`config.mk`:
```
export PLATFORM = sky130hd
export DESIGN_NAME = sgam_queue
export DESIGN_NICKNAME = d
export VERILOG_FILES = /design/src/rtl/sgam_pkg.sv /design/src/rtl/sgam_queue.sv
export SDC_FILE = /design/constraint.sdc
export NUM_CORES = 1
export LEC_CHECK = 0
export ABC_CLOCK_PERIOD_IN_PS = 3150
export BUFFER_PORTS_ARGS = -buffer_cell sky130_fd_sc_hd__buf_2
export CAP_MARGIN = 10
export CORE_MARGIN = 2
export CORE_UTILIZATION = 45
export CTS_CLUSTER_DIAMETER = 60
export DETAILED_ROUTE_END_ITERATION = 10
export SLEW_MARGIN = 0
export SYNTH_ARGS = -nofsm -noshare
export SYNTH_HDL_FRONTEND = slang
export SYNTH_SLANG_ARGS = --single-unit
```
`constraint.sdc`:
```
create_clock -name clk -period 3.15 [get_ports clk]
set_input_delay 0.1575 -clock clk [delete_from_list [all_inputs] [get_ports clk]]
set_output_delay 0.1575 -clock clk [all_outputs]
set_load 0.01 [all_outputs]
```
`src/rtl/sgam_pkg.sv`:
```
// ---------------------------------------------------------------------------
// sgam_pkg
// Shared widths, codes and the queue entry type of the semiglobal matrix fill.
// ---------------------------------------------------------------------------
package sgam_pkg;

  localparam int SCORE_W  = 24;
  localparam int COST_W   = 16;
  localparam int WEIGHT_W = 16;
  localparam int CODE_W   = 5;
  // one bit of headroom over a score plus a cost, one more for safety
  localparam int SUM_W    = 26;

  localparam int QUEUE_DEPTH = 4;
  localparam int QUEUE_PTR_W = $clog2(QUEUE_DEPTH);
  localparam int QUEUE_CNT_W = $clog2(QUEUE_DEPTH + 1);

  // saturation limits at full precision
  localparam logic signed [SUM_W-1:0] SAT_MAX = SUM_W'((1 << (SCORE_W - 1)) - 1);
  localparam logic signed [SUM_W-1:0] SAT_MIN = -SUM_W'(1 << (SCORE_W - 1));

  // request kinds
  localparam logic OP_WRITE = 1'b0;
  localparam logic OP_CELL  = 1'b1;

  // direction codes
  localparam logic [1:0] FROM_DIAG = 2'd0;
  localparam logic [1:0] FROM_LEFT = 2'd1;
  localparam logic [1:0] FROM_UP   = 2'd2;

  // configuration register indexes
  localparam logic CFG_GAP_OPEN   = 1'b0;
  localparam logic CFG_GAP_EXTEND = 1'b1;

  // classified request as it waits in the queue
  typedef struct packed {
    logic                       is_cell;
    logic                       in_alpha;
    logic [CODE_W-1:0]          code_first;
    logic [CODE_W-1:0]          code_second;
    logic signed [WEIGHT_W-1:0] table_weight;
    logic                       row_end;
    logic                       final_row;
  } sgam_item_t;

endpackage

```
`src/rtl/sgam_queue.sv`:
```
// ---------------------------------------------------------------------------
// sgam_queue
// Short FIFO between the front and the back so that each side stalls alone.
// ---------------------------------------------------------------------------
module sgam_queue (
  input  logic                 clk,
  input  logic                 rst,
  input  logic                 push,
  output logic                 push_ready,
  input  sgam_pkg::sgam_item_t push_item,
  output logic                 pop_valid,
  input  logic                 pop,
  output sgam_pkg::sgam_item_t pop_item
);

  sgam_pkg::sgam_item_t slots [sgam_pkg::QUEUE_DEPTH];

  logic [sgam_pkg::QUEUE_PTR_W-1:0] wr_ptr;
  logic [sgam_pkg::QUEUE_PTR_W-1:0] rd_ptr;
  logic [sgam_pkg::QUEUE_CNT_W-1:0] count;
  logic                             do_push;
  logic                             do_pop;

  assign push_ready = (count != sgam_pkg::QUEUE_CNT_W'(sgam_pkg::QUEUE_DEPTH));
  assign pop_valid  = (count != '0);
  assign do_push    = push && push_ready;
  assign do_pop     = pop && pop_valid;
  assign pop_item   = slots[rd_ptr];

  // store the entry
  always_ff @(posedge clk) begin
    if (do_push) begin
      slots[wr_ptr] <= push_item;
    end
  end

  // advance pointers and count
  always_ff @(posedge clk) begin
    if (rst) begin
      wr_ptr <= '0;
      rd_ptr <= '0;
      count  <= '0;
    end else begin
      if (do_push) begin
        wr_ptr <= (wr_ptr == sgam_pkg::QUEUE_PTR_W'(sgam_pkg::QUEUE_DEPTH - 1)) ?
                  '0 : wr_ptr + 1'b1;
      end
      if (do_pop) begin
        rd_ptr <= (rd_ptr == sgam_pkg::QUEUE_PTR_W'(sgam_pkg::QUEUE_DEPTH - 1)) ?
                  '0 : rd_ptr + 1'b1;
      end
      case ({do_push, do_pop})
        2'b10:   count <= count + 1'b1;
        2'b01:   count <= count - 1'b1;
        default: count <= count;
      endcase
    end
  end

endmodule

```
==> results by group, run 1 <==
Global routing
  • Pin count of the biggest net entering global routing: 31
  • Antenna violations before repair: 0
  • Vias in the first global route: ~2500
  • Total grt overflow: 0
  • Global-route wire length before repair: 12.5 mm
  • GRT Total Usage: between 10% and 20%

Critical path
  • Worst Setup End Kind: register
  • Required time of the critical path: 3590 ps
  • Reg2reg start: count[2]$_SDFFE_PP0P_
  • Critical path launch point type: register
  • Cell family with most CP delay: simple AND/OR/NAND/NOR gates
  • Reg2Reg Depth: 8
  • Data arrival time of the worst path: roughly 2900 ps
  • CP max stage delay: between 400 and 500 ps
  • Slowest-stage cell, CP: or3b_1
  • Buffers and inverters on the worst path: 1
  • R2r endpoint: count[2]$_SDFFE_PP0P_
  • Critical path, cell by cell: or3b_1, nand2_2, ha_1, inv_1, fa_1, xor2_1, or3_2, a21oi_1
  • Crit Path Category: register to register
  • Setup slack, reg-to-reg: ~740 ps
  • Worst Path Max Fanout: 7

Die
  • Placement row count: 37
  • Starting Density: 46.5%
  • Die height: approximately 110 um
  • Die area: about 12000 um2
  • Core Box Area: between 10000 and 15000 um2
  • Die X: ~110 um
  • IO Count: 66

Power and ir drop
  • Pleak: 2.15 nW
  • Int Power: 0.00365 W
  • Clk network pwr share: a little under two fifths
  • Comb pwr share: between 10% and 20%
  • Switch Pwr: between 0.001 and 0.0015 W
  • Reg power frac: between 40% and 50%
  • Sw Share: roughly a quarter
  • Pwr/cell area: just under 800 nW/um2
  • Max IR drop VDD: 374 uV

CTS
  • H-tree Lvls: 4
  • CTS tree: done
  • Clk_lat worst skew: 510 ps
  • Reg clk slew, reported paths: around 60 ps
  • Clock buffer count from CTS: 17
  • CTS resizes: 0
  • Maximum clock path buffer count: 2
  • CTS sink count: around 130
  • CTS root buf: clkbuf_8

Layout
  • # nets final: approximately 360
  • Share of layout cells above drive strength 1: 41.1%
  • # diodes: 0
  • Post-Layout Cell Count: approximately 470
  • Core Util, Final: 59.6%
  • Area Overhead vs Synth: 28.2%
  • Filler cells: 770

Drt
  • Average wire per standard cell: roughly 17 um
  • DR vias: 2356
  • DR pass1 iterations: 4
  • DRC Markers: 0
  • Drt via density: approximately 5
  • Routed Antenna Nets: 0
  • Initial drt markers: 96
  • Total wire length: 7.98 mm

Placed design
  • Dpl cells: between 400 and 500
  • HPWL Detailed: approximately 4.5 mm
  • Port Buf Inserts: 65
  • Routability Congestion: between 0.6 and 0.7
  • Post-Place Setup Slack: 751 ps

Timing
  • Worst-Margin Slew: roughly 840 ps
  • Final setup viols: 0
  • Max Transition Viols Final: 0
  • Setup tns final: 0 ps
  • Worst hold slack: between 50 and 60 ps
  • Final period demand of the worst path: ~2400 ps
  • Setup WS post-layout: roughly 740 ps
  • RSZ-0062 raised after global routing: no
  • Final Cycle Share: 76.4%
  • Fmax: between 400 and 500 MHz
  • Skew final: between 10 and 15 ps
  • Max transition margin: between 40% and 50%
  • Hold Vio Cnt, Final: 0

Synth
  • Mapped cell area: roughly 4800 um2
  • Post-Syn Instances: approximately 210
  • Top post-synthesis cells by area: edfxtp_1 75%, mux4_2 14%, dfxtp_1 3.8%, ha_1 1.6%, inv_1 0.47%
  • Synth top area share: approximately 75%
  • Mapped Nets: between 200 and 250
  • YS warnings: 0
  • Count of different cell masters after synthesis: 26
  • Synthesized flop and latch total: 129
  • Sequential share of the synthesized area: around 79%
  • Cell taking the most area after synthesis: edfxtp_1
  • Mean Syn Cell Area: 23.1 um2

Min path
  • Worst min path class: primary input to register
  • Hold path startpoint: pop
  • WHS Path Cells: 4

Job
  • Max-cap viol count: 0

Outcome
  • Status: complete, no violations
[per-layer routing]
layer	up-vias	part of all wire [%]	global-route usage, %
met1	1200	44	19.4
li1	1085	-	-
met5	-	0	0
met4	0	1.2	6.96
met2	61	51	24.3
met3	10	4.1	4.48
[synthesized netlist by cell type]
cell and instances:
buf_2 3, fa_1 1, o21ai_2 1, o21ai_0 1, nand2_2 1, clkbuf_1 3
mux2i_1 2, o31ai_1 1, ha_1 6, or3_1 2, a21oi_1 3, or3b_1 1
or3_2 2, nor2_1 4, and3_1 2, buf_6 1, inv_1 6, edfxtp_1 120
xor2_1 2, dfxtp_1 9, a211o_1 1, and3_2 2, buf_1 1, mux4_2 30
nand2b_1 2, nand2_1 1
[state kept, by name, summed over array words and instances, names as in the netlist, named ones only]
name	count
rd_ptr	2
slots	120
count	3
wr_ptr	2
[worst register-to-register path, stage by stage (launching register included)]
cell	delay [ps]
dfxtp_1	370
or3b_1	480
nand2_2	150
ha_1	190
inv_1	60
fa_1	380
xor2_1	160
or3_2	400
a21oi_1	140
[worst max-delay path by stage]
stage,depth (start not counted),slack [ps],end,start
after global routing,8,590,count[2]$_SDFFE_PP0P_,count[2]$_SDFFE_PP0P_
after floorplan,9,890,count[2]$_SDFFE_PP0P_,count[2]$_SDFFE_PP0P_
after detailed placement,8,750,count[2]$_SDFFE_PP0P_,count[2]$_SDFFE_PP0P_
after CTS,3,700,pop_item[6],register
final,8,740,count[2]$_SDFFE_PP0P_,count[2]$_SDFFE_PP0P_
after global placement,8,850,count[2]$_SDFFE_PP0P_,count[2]$_SDFFE_PP0P_
[area by class of cell]
class	instances	area, um2	area share [%]
well taps	136	170	2.76
inverters	6	22.5	0.366
multi-input cells	65	957	15.5
repair buffers	99	661	10.7
clock inverters	14	143	2.32
flip-flops and latches	129	3790	61.5
clock buffers	18	418	6.79
[power groups by stage]
stage	combinational (W)	sequential, W	clock, W
2_1_floorplan	0.000639	0.00214	0
6_report	0.000904	0.00218	0.00181
4_1_cts	0.000930	0.00218	0.00184
3_3_place_gp	0.000887	0.00221	0
3_5_place_dp	0.000895	0.00222	0
5_1_grt	0.000992	0.00221	0.00192
[logic make-up (layout without fill, tap and decap cells)]
kind of cell	count (synthesis)	after routing	synth area share (%)
adders and majority gates	7	7	1.98
and+or+nand+nor	17	17	2.11
muxes	32	32	14.5
AOI/OAI and AO/OA	7	7	0.938
xor gates and xnor gates	2	2	0.365
DFF	129	129	78.8
buffers and inverters	14	137	1.33
[placed cells by master, fill, tap and decap left out, drive strengths merged, types with 4 or more instances in the layout]
cell | netlist | final
clkinv | 0 | 8
buf | 5 | 67
mux4 | 30 | 30
and3 | 4 | 4
ha | 6 | 6
clkbuf | 3 | 18
or3 | 4 | 4
nor2 | 4 | 4
inv | 6 | 6
dfxtp | 9 | 9
dlygate4sd3 | 0 | 32
clkinvlp | 0 | 4
edfxtp | 120 | 120
[through the flow]
step	area [um2]	power (W)
CTS	6160	0.00496
floorplan	4800	0.00278
detailed placement	5280	0.00311
global placement	5280	0.00310
global route	6160	0.00511
finish	6160	0.00489
[what timing repair did]
item,4_1_cts,5_1_grt
setup endpoints to repair,0,0
endpoints found under the hold margin,129,0
hold buffers,32,0
setup buffers,0,0
(Power assumes the default switching activity.)
==> inputs of run 2 (changes only) <==
- ABC_CLOCK_PERIOD_IN_PS: 3150 -> 2200
- PLACE_DENSITY: default -> 0.67
- clock period: 3.15 -> 2.2 ns (I/O delays scaled with it)
==> results by group, run 2 (synthesis results as in run 1) <==
Layout
  • Final Cell Area: 6220 um2 (+1.0%)
  • Largest Register: slots
  • # diodes: 0 (unchanged)
  • Area Overhead vs Synth: 29.5%
  • # nets final: 365 (+1.7%)
  • Largest registers: slots (120), count (3)
  • Max reg flops: 120 (unchanged)
  • Most common cell after layout, fill and taps aside: edfxtp_1
  • Filler cells: 745 (-3.2%)
  • Share of layout cells above drive strength 1: 43.8% (+2.7 points)
  • Most frequent cells in the layout: 120 x edfxtp_1, 65 x buf_2, 32 x dlygate4sd3_1

Drt
  • DRC Markers: 0 (unchanged)
  • DR pass1 iterations: 4 (unchanged)
  • Average wire per standard cell: 16.7 um (-2.2%)
  • Drt via density: 5.00 (-0.81%)
  • Routed Antenna Nets: 0 (unchanged)
  • Initial drt markers: 99 (+3.1%)
  • Met2 routed WL: 4.07 mm (about the same)
  • Max Used Layer: met4
  • WL met3: 335 um (+2.4%)
  • M1 WL: 3.38 mm (-2.7%)
  • Total wire length: 7.88 mm (-1.2%)
  • DR vias: 2362 (+0.25%)

Timing
  • Final period demand of the worst path: 2090 ps (-318 ps)
  • Skew final: 9.02 ps (-2.58 ps)
  • Final setup viols: 0 (unchanged)
  • Fmax: 478 MHz (+15%)
  • Setup tns final: 0 ps (unchanged)
  • Worst-Margin Slew: 819 ps (-22.8 ps)
  • Hold Vio Cnt, Final: 0 (unchanged)
  • RSZ-0062 raised after global routing: no
  • Final Cycle Share: 95.0% (+19 points)
  • Max Transition Viols Final: 0 (unchanged)
  • Max transition margin: 45.4% (+1.5 points)

Die
  • Die X: 107 um (unchanged)
  • IO Count: 66 (unchanged)
  • Die height: 107 um (unchanged)
  • Die area: 11500 um2 (unchanged)
  • Starting Density: 46.5% (unchanged)
  • Placement row count: 37 (unchanged)
  • Core Box Area: 10300 um2 (unchanged)

Job
  • Max-cap viol count: 0 (unchanged)

Power and ir drop
  • Max IR drop VDD: 570 uV (+53%)
  • Pleak: 2.18 nW (+1.7%)
  • Pwr/cell area: 1120 nW/um2 (+41%)

Critical path
  • Worst Path Max Fanout: 3 (-4)
  • Worst Setup End Kind: register
  • Required time of the critical path: 2630 ps (-960 ps)
  • Data arrival time of the worst path: 2520 ps (-330 ps)
  • R2r endpoint: count[2]$_SDFFE_PP0P_
  • Setup slack, reg-to-reg: 110 ps (-630 ps)
  • Critical Path Source: count[1]$_SDFFE_PP0P_
  • Reg2Reg Depth: 8 (unchanged)
  • Critical path launch point type: register
  • Crit Path Category: register to register
  • Reg2reg start: count[1]$_SDFFE_PP0P_

CTS
  • Clk_lat worst skew: 490 ps (-20 ps)
  • CTS tree: done
  • CTS root buf: clkbuf_8
  • H-tree Lvls: 4 (unchanged)
  • Clock buffer count from CTS: 17 (unchanged)
  • CTS sink count: 129 (unchanged)
  • Maximum clock path buffer count: 2 (unchanged)
  • Reg clk slew, reported paths: 60 ps (about the same)

Placed design
  • Routability Congestion: 0.691 (+4.9%)
  • Placed Area: 5360 um2 (+1.5%)
  • HPWL Detailed: 4.50 mm (+0.56%)
  • Port Buf Inserts: 65 (unchanged)

Global routing
  • GRT Total Usage: 15.1% (-0.16 points)
  • Pin count of the biggest net entering global routing: 31 (unchanged)
  • Vias in the first global route: 2444 (-1.8%)
  • Global-route wire length before repair: 12.4 mm (-0.61%)
  • Total grt overflow: 0 (unchanged)
  • Antenna violations before repair: 0 (unchanged)

Min path
  • WHS Path Cells: 5 (+1)
  • Hold path startpoint: pop
  • Worst min path class: primary input to register

Outcome
  • Status: complete, no violations
[run 2: cell types whose count changed in the layout (fill, tap and decap cells not counted), moves of 2 or more]
cell      change
buf_12        +2
buf_4         +4
clkinv_1      -2
clkinv_2      +4
[run 2: worst max-delay path, cell delays in order (launching register included)]
cell	delay, ps
dfxtp_1	310
or3b_4	420
nand2_4	90
ha_4	140
inv_1	50
fa_2	320
xor2_1	150
or3_2	400
a21oi_1	140
[run 2: worst max-delay path by stage]
| stage | endpoint | slack [ps] |
|---|---|---|
| finish | count[2]$_SDFFE_PP0P_ | 110 |
| global route | count[2]$_SDFFE_PP0P_ | 50 |
| CTS | count[2]$_SDFFE_PP0P_ | 8 |
| detailed placement | count[2]$_SDFFE_PP0P_ | 30 |
| global placement | count[2]$_SDFFE_PP0P_ | 50 |
| floorplan | count[2]$_SDFFE_PP0P_ | 3 |
[run 2: what timing repair did]
| action | in CTS | in global routing |
|---|---|---|
| resized for setup | 0 | 2 |
| endpoints found under the setup margin | 0 | 1 |
| hold buffers | 32 | 0 |
| setup buffers | 0 | 1 |
| hold endpoints to repair | 129 | 0 |
[run 2: metal layers]
metal | vias to the layer above | GRT usage [%]
met2 | 62 | 24.3
met3 | 9 | 5.63
met4 | 0 | 5.01
met5 | - | 0
li1 | 1097 | -
met1 | 1194 | 19.0
[run 2: cell type report]
class                   instances  area [um2]  share of cell area, %
clock inverters                14         118                   1.89
clock buffers                  17         414                   6.66
repair buffers                105         731                   11.7
inverters                       6        22.5                  0.362
multi-input cells              65         980                   15.7
well taps                     136         170                   2.74
flip-flops and latches        129        3790                   60.9
[run 2: stage by stage]
stage / power, W / setup WS (ps) / hold slack [ps] / util (%) / instances
6_report: 0.00696 / 110 / 84.7 / 60.3 / 472
3_5_place_dp: 0.00454 / 26.2 / 329 / 51.9 / 408
3_3_place_gp: 0.00452 / 50.0 / 323 / 51.9 / 408
2_1_floorplan: 0.00400 / 3.17 / 209 / - / 208
5_1_grt: 0.00730 / 49.2 / 63.8 / 60.3 / 472
4_1_cts: 0.00704 / 8.00 / 53.9 / 60.1 / 471
[run 2: power breakdown]
| part | internal [W] | switching (W) | leakage (nW) |
|---|---|---|---|
| sequential | 0.00296 | 0.0000786 | 1.18 |
| clock | 0.00148 | 0.000968 | 0.259 |
| combinational | 0.000750 | 0.000721 | 0.749 |
